## config.mk

```make
export PLATFORM = sky130hd
export DESIGN_NAME = ultrasonic_echo_pulse_ranger_core
export DESIGN_NICKNAME = d
export VERILOG_FILES = /design/src/rtl/erp_pkg.sv /design/src/rtl/erp_range.sv /design/src/rtl/erp_pulse.sv /design/src/rtl/ultrasonic_echo_pulse_ranger_core.sv
export SDC_FILE = /design/constraint.sdc
export NUM_CORES = 1
export LEC_CHECK = 0
export BUFFER_PORTS_ARGS = -buffer_cell sky130_fd_sc_hd__buf_2
export CAP_MARGIN = 20
export CORE_MARGIN = 3
export CORE_UTILIZATION = 60
export CTS_BUF_LIST = sky130_fd_sc_hd__clkbuf_16
export CTS_CLUSTER_SIZE = 25
export DETAILED_ROUTE_END_ITERATION = 6
export GPL_ROUTABILITY_DRIVEN = 0
export PLACE_DENSITY = 0.9
export REMOVE_ABC_BUFFERS = 1
export SLEW_MARGIN = 10
export SYNTH_ARGS = -nofsm -noshare
export SYNTH_HDL_FRONTEND = slang
export SYNTH_HIERARCHICAL = 1
export SYNTH_SLANG_ARGS = --single-unit
```

## constraint.sdc

```tcl
create_clock -name clk_i -period 6.7 [get_ports clk_i]
set_clock_uncertainty 0.05 [all_clocks]
set_input_delay 1.34 -clock clk_i [delete_from_list [all_inputs] [get_ports clk_i]]
set_output_delay 1.34 -clock clk_i [all_outputs]
set_load 0.1 [all_outputs]
```

## src/rtl/erp_pkg.sv

```systemverilog
// ----------------------------------------------------------------------------
// erp_pkg
// Shared types and constants for the echo pulse ranger.
// ----------------------------------------------------------------------------
package erp_pkg;

  localparam int unsigned CountW    = 16;
  localparam int unsigned OvfW      = 6;
  localparam int unsigned DistW     = 30;
  localparam int unsigned TicksW    = OvfW + CountW;
  localparam int unsigned UmPerTickW = 8;
  localparam int unsigned CfgIdxW   = 8;
  localparam int unsigned CfgDataW  = 32;
  localparam int unsigned InDataW   = 24;
  localparam int unsigned OutDataW  = 40;

  localparam logic [OvfW-1:0]       OvfMax    = 6'h3F;
  localparam logic [CountW-1:0]     CountMax  = 16'hFFFF;
  localparam logic [UmPerTickW-1:0] UmPerTick = 8'd170;

  localparam logic [DistW-1:0] MinDistReset = 30'd10000;
  localparam logic [DistW-1:0] MaxDistReset = 30'd10000000;

  localparam logic [CfgIdxW-1:0] CfgMinDist = 8'd0;
  localparam logic [CfgIdxW-1:0] CfgMaxDist = 8'd1;

  typedef enum logic {
    OpTimerEvent = 1'b0,
    OpRead       = 1'b1
  } erp_op_e;

  typedef struct packed {
    erp_op_e           operation;
    logic              update_event;
    logic              capture_event;
    logic [CountW-1:0] capture_count;
  } erp_item_t;

  typedef struct packed {
    logic              pulse_done;
    logic              pulse_started;
    logic [OvfW-1:0]   overflow_count;
    logic [CountW-1:0] pulse_count;
  } erp_state_t;

  typedef struct packed {
    logic [DistW-1:0] distance_um;
    logic             distance_valid;
    logic             fire_trigger;
    logic             clear_counter;
    logic             expect_falling;
    logic             polarity_change;
  } erp_result_t;

endpackage

```

## src/rtl/erp_range.sv

```systemverilog
// ----------------------------------------------------------------------------
// erp_range
// Converts pulse ticks to micrometres and checks the configured window.
// ----------------------------------------------------------------------------
module erp_range import erp_pkg::*; (
  input  logic [TicksW-1:0] ticks_i,
  input  logic [DistW-1:0]  min_dist_i,
  input  logic [DistW-1:0]  max_dist_i,
  output logic [DistW-1:0]  dist_um_o,
  output logic              in_range_o
);

  localparam int unsigned ProdW = TicksW + UmPerTickW;

  logic [ProdW-1:0] prod;

  // max ticks * 170 stays below 2^30
  assign prod       = ProdW'(ticks_i) * ProdW'(UmPerTick);
  assign dist_um_o  = prod[DistW-1:0];
  assign in_range_o = (dist_um_o > min_dist_i) && (dist_um_o < max_dist_i);

endmodule

```

## src/rtl/erp_pulse.sv

```systemverilog
// ----------------------------------------------------------------------------
// erp_pulse
// Echo pulse state and per-item result logic.
// ----------------------------------------------------------------------------
module erp_pulse import erp_pkg::*; (
  input  logic             clk_i,
  input  logic             rst_ni,
  input  logic             adv_i,
  input  erp_item_t        item_i,
  input  logic [DistW-1:0] min_dist_i,
  input  logic [DistW-1:0] max_dist_i,
  output erp_result_t      res_o
);

  erp_state_t       st_q, st_d;
  logic [DistW-1:0] dist_um;
  logic             in_range;

  erp_range u_range (
    .ticks_i    ({st_q.overflow_count, st_q.pulse_count}),
    .min_dist_i (min_dist_i),
    .max_dist_i (max_dist_i),
    .dist_um_o  (dist_um),
    .in_range_o (in_range)
  );

  always_comb begin
    st_d  = st_q;
    res_o = '0;
    if (item_i.operation == OpRead) begin
      res_o.fire_trigger = 1'b1;
      if (st_q.pulse_done) begin
        if (in_range) begin
          res_o.distance_um    = dist_um;
          res_o.distance_valid = 1'b1;
        end
        st_d.pulse_done     = 1'b0;
        st_d.pulse_started  = 1'b0;
        st_d.overflow_count = '0;
      end
    end else if (!st_q.pulse_done) begin
      if (item_i.update_event && st_q.pulse_started) begin
        if (st_q.overflow_count == OvfMax) begin
          st_d.pulse_done  = 1'b1;
          st_d.pulse_count = CountMax;
        end else begin
          st_d.overflow_count = st_q.overflow_count + OvfW'(1);
        end
      end
      if (item_i.capture_event) begin
        res_o.polarity_change = 1'b1;
        if (st_q.pulse_started) begin
          st_d.pulse_done  = 1'b1;
          st_d.pulse_count = item_i.capture_count;
        end else begin
          st_d.pulse_done     = 1'b0;
          st_d.overflow_count = '0;
          st_d.pulse_count    = '0;
          st_d.pulse_started  = 1'b1;
          res_o.clear_counter  = 1'b1;
          res_o.expect_falling = 1'b1;
        end
      end
    end
  end

  always_ff @(posedge clk_i or negedge rst_ni) begin
    if (!rst_ni) begin
      st_q <= '0;
    end else if (adv_i) begin
      st_q <= st_d;
    end
  end

endmodule

```

## src/rtl/ultrasonic_echo_pulse_ranger_core.sv

```systemverilog
// ----------------------------------------------------------------------------
// ultrasonic_echo_pulse_ranger_core
// Path: input register, then result register, from input accept to result valid.
// Throughput: one item per cycle unless the output stalls; pulse state
// updates as an item leaves the input register, one multiply by 170 and a
// window compare on that path. Reset: asynchronous active low; pulse state
// cleared, window set to 10 mm and 10 m, both stages empty.
// ----------------------------------------------------------------------------
module ultrasonic_echo_pulse_ranger_core import erp_pkg::*; (
  input  logic                clk_i,
  input  logic                rst_ni,
  input  logic                s_axis_tvalid,
  output logic                s_axis_tready,
  // [0] update_event, [1] capture_event, [17:2] capture_count, rest zero
  input  logic [InDataW-1:0]  s_axis_tdata,
  // [0] operation
  input  logic                s_axis_tuser,
  output logic                m_axis_tvalid,
  input  logic                m_axis_tready,
  // [29:0] distance_um, [30] fire_trigger, [31] clear_counter,
  // [32] expect_falling, [33] polarity_change, rest zero
  output logic [OutDataW-1:0] m_axis_tdata,
  // [0] distance_valid
  output logic                m_axis_tuser,
  input  logic                cfg_valid_i,
  output logic                cfg_ready_o,
  input  logic [CfgIdxW-1:0]  cfg_index_i,
  input  logic [CfgDataW-1:0] cfg_data_i
);

  logic             in_vld_q;
  erp_item_t        in_q;
  logic             out_vld_q;
  erp_result_t      out_q;
  erp_result_t      res;
  logic             adv;
  logic [DistW-1:0] min_dist_q, max_dist_q;

  assign adv           = in_vld_q && (!out_vld_q || m_axis_tready);
  assign s_axis_tready = !in_vld_q || adv;
  assign cfg_ready_o   = 1'b1;

  always_ff @(posedge clk_i or negedge rst_ni) begin
    if (!rst_ni) begin
      min_dist_q <= MinDistReset;
      max_dist_q <= MaxDistReset;
    end else if (cfg_valid_i) begin
      if (cfg_index_i == CfgMinDist) begin
        min_dist_q <= cfg_data_i[DistW-1:0];
      end
      if (cfg_index_i == CfgMaxDist) begin
        max_dist_q <= cfg_data_i[DistW-1:0];
      end
    end
  end

  always_ff @(posedge clk_i or negedge rst_ni) begin
    if (!rst_ni) begin
      in_vld_q <= 1'b0;
    end else if (s_axis_tready) begin
      in_vld_q <= s_axis_tvalid;
    end
  end

  always_ff @(posedge clk_i) begin
    if (s_axis_tvalid && s_axis_tready) begin
      in_q.operation     <= erp_op_e'(s_axis_tuser);
      in_q.update_event  <= s_axis_tdata[0];
      in_q.capture_event <= s_axis_tdata[1];
      in_q.capture_count <= s_axis_tdata[CountW+1:2];
    end
  end

  erp_pulse u_pulse (
    .clk_i      (clk_i),
    .rst_ni     (rst_ni),
    .adv_i      (adv),
    .item_i     (in_q),
    .min_dist_i (min_dist_q),
    .max_dist_i (max_dist_q),
    .res_o      (res)
  );

  always_ff @(posedge clk_i or negedge rst_ni) begin
    if (!rst_ni) begin
      out_vld_q <= 1'b0;
    end else if (!out_vld_q || m_axis_tready) begin
      out_vld_q <= in_vld_q;
    end
  end

  always_ff @(posedge clk_i) begin
    if (adv) begin
      out_q <= res;
    end
  end

  assign m_axis_tvalid = out_vld_q;
  assign m_axis_tuser  = out_q.distance_valid;
  assign m_axis_tdata  = {6'b0, out_q.polarity_change, out_q.expect_falling,
                          out_q.clear_counter, out_q.fire_trigger, out_q.distance_um};

endmodule

```

# Word level (Yosys, flattened, before mapping)
# Index checks and enable logic that the tools add are counted.
[totals]
reg_bits = 140
latchBits = 0
ramBits = 0
romBits = 0
in_bits = 70
output_inout_bits = 44
word_cells = 67
n_memories = 0
[classes]
n_addsub = 1
mul = 1
div = 0
n_lt_le_gt_ge = 2
n_eq_ne = 4
n_shift = 0
muxes = 16
bitwise = 3
reduce_logical = 21
[ops]
columns = ["op", "n"]
rows = [
  ["$mux W24", 2],
  ["$mux W16", 2],
  ["$mux W31", 1],
  ["$gt A30 B30 Y1", 1],
  ["$lt A30 B30 Y1", 1],
  ["$mul A22 B7 Y29 const B", 1],
  ["$mux W22", 1],
  ["$mux W6", 2],
  ["$eq A8 B1 Y1 const B", 1],
  ["$logic_not A8 Y1", 1],
  ["$mux W8", 1],
  ["$mux W7", 1],
  ["$add A6 B1 Y6 const B", 1],
  ["$eq A6 B6 Y1 const B", 1],
  ["$reduce_and A2 Y1", 3],
  ["$reduce_and A3 Y1", 2],
  ["$reduce_bool A2 Y1", 3],
  ["$mux W1", 5],
  ["$reduce_and A5 Y1", 1],
  ["$logic_and A1 B1 Y1", 4],
  ["$reduce_and A4 Y1", 1],
  ["$not A1 Y1", 3],
  ["$reduce_or A3 Y1", 1],
  ["$logic_not A1 Y1", 2],
  ["other kinds (5)", 6],
]

# Depth between registers and ports, before layout
# Gate-level depths: netlist of the first run.
[depth]
ltp_word = 7
depth_mapped = 25

# Modules after synthesis
# The synthesis of the first run kept the hierarchy.
[modules_own_cells]
columns = ["module", "instances", "cells_each", "area_per_inst_um2", "seq_area_each_um2"]
rows = [
  ["erp_range", 1, 589, 4591.9, 0.0],
  ["ultrasonic_echo_pulse_ranger_core", 1, 202, 4189.0, 3189.3],
  ["erp_pulse", 1, 147, 1462.7, 600.6],
]

# Least setup slack after synthesis of the first run
# OpenSTA, ideal clock, no wires.
[synth_timing]
path_type = "reg2reg"
startpoint = "register u_pulse/st_q[1] in the netlist's numbering"
endpoint = "register out_q (netlist bit m_axis_tdata[20]) (data pin)"
setup_time_ns = 0.255
arrival_time_ns = 5.396
required_ns = 6.395
path_slack_ns = 0.999
stages_incl_launch_ff = 23
period_less_slack_ns = 5.701
path_cell_list = "dfrtp_1 ha_1 inv_1 fa_1 inv_1 ha_1 fa_1 ha_1 and2_1 a41o_1 o2111ai_2 a21oi_1 or4_1 o311ai_1 ha_1 nor2b_1 o21ai_0 o21ai_0 a2111oi_0 a211oi_1 and3_1 clkbuf_1 and2_1"
[synth_via]
elab_chain_len = 4
elab_cells_between_ends = 5
[synth_rtl]
columns = ["item", "line", "text"]
rows = [
  ["from (decl)", "erp_pulse.sv:15", "erp_state_t st_q, st_d;"],
  ["from (signal assigned)", "erp_pulse.sv:71", "st_q <= st_d;"],
  ["$mul A22 B7 Y29 *", "erp_range.sv:18", "assign prod = ProdW'(ticks_i) * ProdW'(UmPerTick);"],
  ["net u_pulse.dist_um[28]", "erp_pulse.sv:16", "logic [DistW-1:0] dist_um;"],
  ["$gt A30 B30 Y1 or $lt A30 B30 Y1 (tied branches)", "erp_range.sv:20", "assign in_range_o = (dist_um_o > min_dist_i) && (dist_um_o < max_dist_i);"],
  ["$logic_and A1 B1 Y1 *", "erp_range.sv:20", ""],
  ["net u_pulse.in_range", "erp_pulse.sv:17", "logic in_range;"],
  ["$reduce_and A3 Y1 (no source line) *", "n/a", ""],
  ["to (signal assigned)", "ultrasonic_echo_pulse_ranger_core.sv:94", "out_q <= res;"],
  ["to (decl)", "ultrasonic_echo_pulse_ranger_core.sv:34", "erp_result_t out_q;"],
]
# The timed path passes the listed nets; every way through them passes the cells marked *.
# A chain may end at the register's enable or synchronous reset.

# Worst setup path after layout of the first run
[layout_timing]
startpoint = "register u_pulse/st_q[3] in the netlist's numbering"
endpoint = "register out_q (netlist bit m_axis_tdata[4]) (data pin)"
# The elaborated chain is that of the path after synthesis.

==> impl_results.md, run 1 <==
* Outcome: complete, no violations
* Syn-to-layout area delta at 11.2%
* Slew Viols, Final at 0
* EDFF count, synth at 54
* Post-Synth Adder-Cell Area at 23.3%
* Total grt overflow at 0
* CP Data Required Time at 6.83 ns
* Place WS at 0.303 ns
* RSZ-0062 raised after global routing: false
* Hold Path Class: register to register
* Detailed Place HPWL at 15500 microns
* Largest family of logic cells by synthesized area: adder cells
* Placeable Area at 0.0166 sq mm
* Post-synthesis register bit count at 140
* Mapped Cells at 938
* # Post-CTS Setup Buffers at 0
* First-iteration detailed-routing DRC count at 458
* TritonCTS buffer count at 17
* Fin. Hold Viols at 0
* Slew @ Worst Pin at 1.06 ns
* CP Data Arrival Time at 6.67 ns
* Width of the die at 137 microns
* Reg2reg end: m_axis_tdata[4]$_DFFE_PP_
* Drt drc at 0
* Fmax at 0.153 GHz
* Mux share of post-synthesis cell area at 7.99%
* Setup total negative slack at 0 ns
* FP Rows at 47
* Maximum number of pins on one net before global-route repair at 87
* Post-Route WL at 21500 microns
* Post-route ant nets at 0
* Total track usage at 24.2%
* Via density at 5.76
* Setup WS post-layout at 0.152 ns
* Vias in the first global route at 7575
* Root Buffer: clkbuf_16
* Routed wire per std cell at 17.0 microns
* Reg clk slew, reported paths at 0.06 ns
* Fraction of synthesized cell area in xor and xnor cells at 1.88%
* Commonest non-fill, non-tap cell in the layout: inv_1
* Worst skew pair latency at 0.43 ns
* Worst slew margin at 29.5%
* Post-synthesis compound-gate area fraction at 11.1%
* Height of the die at 137 microns
* Worst Setup End Kind: register
* # IOs at 114
* Cell count of the worst reg-to-reg path at 22
* CTS tree: done
* Fillers at 1183
* Layout net count at 1271
* Reg2Reg Setup Slack at 0.15 ns
* Netlist cell types at 77
* PortBufs at 98
* Initial Util at 61.6%
* Antenna violations before repair at 1
* Crit path from: u_pulse/st_q[3]$_DFFE_PN0P_
* Largest buffer count on any clock path at 2
* DR vias at 7281
* Antenna cell count at 0
* Period utilization at 97.7%
* DIE AREA at 0.0187 sq mm
* Crit Path Max Fanout at 24
* Htree depth at 4
* Crit path to: m_axis_tdata[4]$_DFFE_PP_
* Max-cap violations at 0
* Post-Synth Simple-Gate Area at 10.3%
* Warnings from Yosys at 6
* Clock Sinks at 140
* Setup CP Type: register to register
* Share of layout cells above drive strength 1 at 22.5%
* Most frequent cells in the layout: 151 x inv_1, 136 x ha_1, 97 x buf_2
* Area of the mapped netlist at 0.0102 sq mm
* Fin crit period at 6.55 ns
* Synth Flop Type: dfrtp_1
* Worst r2r src: u_pulse/st_q[3]$_DFFE_PN0P_
* Finish-stage setup viols at 0
* Critical Path Start Type: register
* FFs w/ async S/R, synth at 61.4%
* Post-synthesis sequential area ratio at 37.0%
* First-pass GRT wire length at 35700 microns
* DRT Pass-1 Iters at 6
* Avg Inst Size Synth at 10.9 sq um
* Hold buffers post-CTS at 0
[repair_timing]
item / in CTS / in global routing
endpoints found under the hold margin: 0 / 0
gates resized for setup: 0 / 2
setup endpoints to repair: 0 / 30
[sequential cells by signal (all words and copies together), names as in the netlist]
register,count
m_axis_tdata,34
max_dist_q,30
min_dist_q,30
u_pulse/st_q,24
m_axis_tvalid,1
in_q,19
m_axis_tuser,1
in_vld_q,1
[cells in the mapped netlist (all sizes together) (7+ instances only)]
library cell	instances	area (sq um)
mux2	60	788
edfxtp	54	1620
ha	136	1700
fa	34	681
xnor2	11	96.3
nor2	35	131
a21oi	43	230
a211oi	7	52.6
nand3	14	75.1
a21o	23	174
clkbuf	12	55.1
a2bb2oi	17	211
nand2b	7	43.8
nand4	17	106
xor2	11	96.3
and2	36	225
dfstp	13	342
inv	150	563
dfrtp	73	1830
nor3	17	85.1
o21ai	23	115
nand2	44	165
buf	24	238
[worst min path at each step]
stage / startpoint / to / slack, ns / depth (start not counted)
6_report: in_vld_q$_DFFE_PN0P_ / m_axis_tvalid$_DFFE_PN0P_ / 0.43 / 1
2_1_floorplan: in_vld_q$_DFFE_PN0P_ / m_axis_tvalid$_DFFE_PN0P_ / 0.40 / 1
4_1_cts: in_vld_q$_DFFE_PN0P_ / m_axis_tvalid$_DFFE_PN0P_ / 0.44 / 1
3_3_place_gp: in_vld_q$_DFFE_PN0P_ / m_axis_tvalid$_DFFE_PN0P_ / 0.42 / 1
3_5_place_dp: in_vld_q$_DFFE_PN0P_ / m_axis_tvalid$_DFFE_PN0P_ / 0.44 / 1
5_1_grt: in_vld_q$_DFFE_PN0P_ / m_axis_tvalid$_DFFE_PN0P_ / 0.45 / 1
[metal layers]
metal / wire length, microns / vias to the layer above / track usage [%]
met2: 11300 / 242 / 43.8
met3: 1330 / 46 / 5.63
li1: - / 3434 / -
met1: 8400 / 3557 / 27.7
met4: 500 / 2 / 8.96
met5: 17 / - / 0
[worst max-delay path: stages, from the launching register on]
cell and delay [ns]:
dfrtp_1 0.43, ha_1 0.32, inv_1 0.06, fa_1 0.50
inv_1 0.07, ha_1 0.45, fa_1 0.47, ha_1 0.40
and2_1 0.21, a41o_1 0.28, o2111ai_2 0.22, a21oi_1 0.19
or4_1 0.57, o311ai_2 0.12, ha_1 0.20, nand4_1 0.19
nor3_2 0.40, nand4_1 0.28, nand3_1 0.17, a211oi_1 0.06
and3_1 0.29, buf_12 0.20, and2_1 0.17
[kinds of logic (layout without fill, tap and decap cells)]
logic type      Yosys count  after routing
mux                      63             63
flops                   140            140
other cells               3              8
xor+xnor                 22             22
simple gates            200            200
compound gates          154            154
buf+inv                 186            287
fa+ha+maj               170            170
[area by class of cell]
class,count,area (sq um),area share (%)
multi-input combinational,617,5640,49.5
timing repair buffer,105,571,5.01
clock buffer,17,425,3.73
tap,220,275,2.42
sequential,140,3790,33.3
clock inverter,15,133,1.16
inverter,150,563,4.94
[through the flow]
| step | instances | area [sq um] | utilization (%) | hold WS, ns |
|---|---|---|---|---|
| floorplan | 907 | 9970 | - | 0.399 |
| global placement | 1231 | 10800 | 64.9 | 0.421 |
| detailed placement | 1231 | 10800 | 64.9 | 0.437 |
| CTS | 1263 | 11400 | 68.3 | 0.441 |
| global route | 1264 | 11400 | 68.5 | 0.452 |
| finish | 1264 | 11400 | 68.5 | 0.434 |
Power of run 1 is left out: the tool's default activity adds up to more than one toggle a clock period on the data nets, which glitch-free logic cannot reach.
==> run 2, diff against run 1 <==
GPL_TIMING_DRIVEN = 0   (was not set)
==> run 2 against run 1 <==
Register-to-register slack improved by 0.02 ns; critical path type unchanged; first-iteration DRC count increased by 31%; sequential cell count unchanged; sequential share of layout area decreased by 0.13 points; the flow now finishes with violations (DRC).
==> impl_results.md, run 2 (same netlist as run 1, synthesis figures left out) <==
* Outcome: finished with violations
* Failing checks: DRC
* CP Buf/Inv Count at 2 (-1)
* Drt drc at 1 (+1)
* Hold EP: m_axis_tvalid$_DFFE_PN0P_
* DIE AREA at 0.0187 sq mm (unchanged)
* Worst path max stage delay at 0.55 ns (-0.02 ns)
* Most frequent cells in the layout: 150 x inv_1, 136 x ha_1, 97 x buf_2
* Via density at 5.90 (+2.4%)
* Cell count of the worst reg-to-reg path at 21 (-4.5%)
* Setup total negative slack at 0 ns (unchanged)
* Worst skew pair latency at 0.43 ns (about the same)
* TritonCTS buffer count at 17 (unchanged)
* DRT Pass-1 Iters at 7 (+1)
* Reg clk slew, reported paths at 0.06 ns (about the same)
* # IOs at 114 (unchanged)
* Htree depth at 4 (unchanged)
* First-pass GRT wire length at 35800 microns (+0.21%)
* Initial Util at 61.6% (unchanged)
* Height of the die at 137 microns (unchanged)
* Total track usage at 24.4% (+0.24 points)
* Crit path from: u_pulse/st_q[1]$_DFFE_PN0P_
* Placeable Area at 0.0166 sq mm (unchanged)
* FP Rows at 47 (unchanged)
* Worst slew margin at 36.7% (+7.1 points)
* Crit Path Max Fanout at 8 (-67%)
* Hold_ws at 0.456 ns (+0.0222 ns)
* Critical Path Start Type: register
* Critical Path, Cell by Cell: ha_1, inv_1, fa_1, inv_1, ha_1, fa_1, ha_1, a21oi_1, a21boi_1, o2111ai_2, a21oi_1, or4_1, o311ai_2, ha_1, nand4_1, nor3_4, nand4_1, nand3_1, a211oi_4, and3_4, and2_1
* Worst Setup End Kind: register
* Antenna cell count at 0 (unchanged)
* Syn-to-layout area delta at 11.7%
* Width of the die at 137 microns (unchanged)
* Root Buffer: clkbuf_16
* CP top delay family: adder cells
* Slew @ Worst Pin at 0.949 ns (-0.108 ns)
* Crit path max-delay cell type: or4_1
* Reg2reg end: m_axis_tdata[23]$_DFFE_PP_
* Slew Viols, Final at 0 (unchanged)
* Fin crit period at 6.52 ns (-0.0241 ns)
* CP Data Required Time at 6.93 ns (+0.10 ns)
* Routed wire per std cell at 17.6 microns (+3.5%)
* CP Data Arrival Time at 6.76 ns (+0.09 ns)
* Detailed Place HPWL at 16000 microns (+3.1%)
* Fin. Hold Viols at 0 (unchanged)
* DR vias at 7447 (+2.3%)
* Total grt overflow at 0 (unchanged)
* Max reg flops at 34 (unchanged)
* Maximum number of pins on one net before global-route repair at 45 (-48%)
* Hold buffers post-CTS at 0 (unchanged)
* Fillers at 1164 (-1.6%)
* Finish-stage setup viols at 0 (unchanged)
* Hold path cells at 1 (unchanged)
* CTS tree: done
* CP most frequent cell: ha_1
* Commonest non-fill, non-tap cell in the layout: inv_1
* Post-route ant nets at 0 (unchanged)
* PortBufs at 98 (unchanged)
* Layout net count at 1270 (-0.079%)
* Hold_sp: in_vld_q$_DFFE_PN0P_
* Worst r2r src: u_pulse/st_q[1]$_DFFE_PN0P_
* Clock Sinks at 140 (unchanged)
* Setup CP Type: register to register
* Vias in the first global route at 7664 (+1.2%)
* Reg2Reg Setup Slack at 0.18 ns (+0.02 ns)
* Period utilization at 97.4% (-0.36 points)
* Post-Route WL at 22200 microns (+3.5%)
* Share of layout cells above drive strength 1 at 23.1% (+0.60 points)
* Fmax at 0.153 GHz (+0.37%)
* First-iteration detailed-routing DRC count at 600 (+31%)
* Hold Path Class: register to register
* Max-cap violations at 0 (unchanged)
* Largest buffer count on any clock path at 2 (unchanged)
* Antenna violations before repair at 0 (-1)
run 2: worst max-delay path by stage:
| stage | to | cells past startpoint | slack, ns |
|---|---|---|---|
| after floorplan | m_axis_tdata[10]$_DFFE_PP_ | 21 | 0.96 |
| after global placement | m_axis_tdata[15]$_DFFE_PP_ | 20 | -0.42 |
| after detailed placement | m_axis_tdata[15]$_DFFE_PP_ | 20 | -0.59 |
| after CTS | m_axis_tdata[3]$_DFFE_PP_ | 20 | 0.13 |
| after global routing | m_axis_tdata[8]$_DFFE_PP_ | 21 | -0.02 |
| final | m_axis_tdata[23]$_DFFE_PP_ | 21 | 0.18 |
run 2: timing repair:
action	in CTS	in global routing
pin swaps	1	2
resized for setup	4	7
buffers inserted	0	0
cloned	1	1
endpoints found under the setup margin	30	30
run 2: worst reg2reg max path, stage by stage, from the launching register on:
cell and delay, ns:
dfrtp_1 0.46, ha_1 0.36, inv_1 0.07, fa_1 0.52
inv_1 0.07, ha_1 0.45, fa_1 0.48, ha_1 0.41
a21oi_1 0.31, a21boi_1 0.17, o2111ai_2 0.25, a21oi_1 0.18
or4_1 0.55, o311ai_2 0.12, ha_1 0.32, nand4_1 0.21
nor3_4 0.10, nand4_1 0.18, nand3_1 0.15, a211oi_4 0.41
and3_4 0.37, and2_1 0.21
run 2: layout make-up:
class	count	area [sq um]	area share, %
multi-input combinational	619	5690	49.8
clock inverter	15	128	1.12
timing repair buffer	102	563	4.92
inverter	150	563	4.92
sequential	140	3790	33.1
clock buffer	17	425	3.72
tap	220	275	2.41
run 2: metal layers:
metal	share of wire (%)	track usage, %	vias up	wire, microns
li1	-	-	3427	-
met1	39	28.3	3662	8710
met2	52	43.3	300	11600
met3	6.1	5.29	58	1370
met4	2.7	10.9	0	610
met5	0	0	-	0
run 2: per-stage QoR:
step                      worst slack, ns  instances  area (sq um)  util (%)
after floorplan                     0.957        907          9970         -
after global placement             -0.416       1225         10700      64.5
after detailed placement           -0.586       1229         10800      65.0
after CTS                           0.133       1262         11400      68.5
after global routing              -0.0232       1263         11400      68.7
final                               0.176       1263         11400      68.7
Power of run 2 is left out for the same reason.
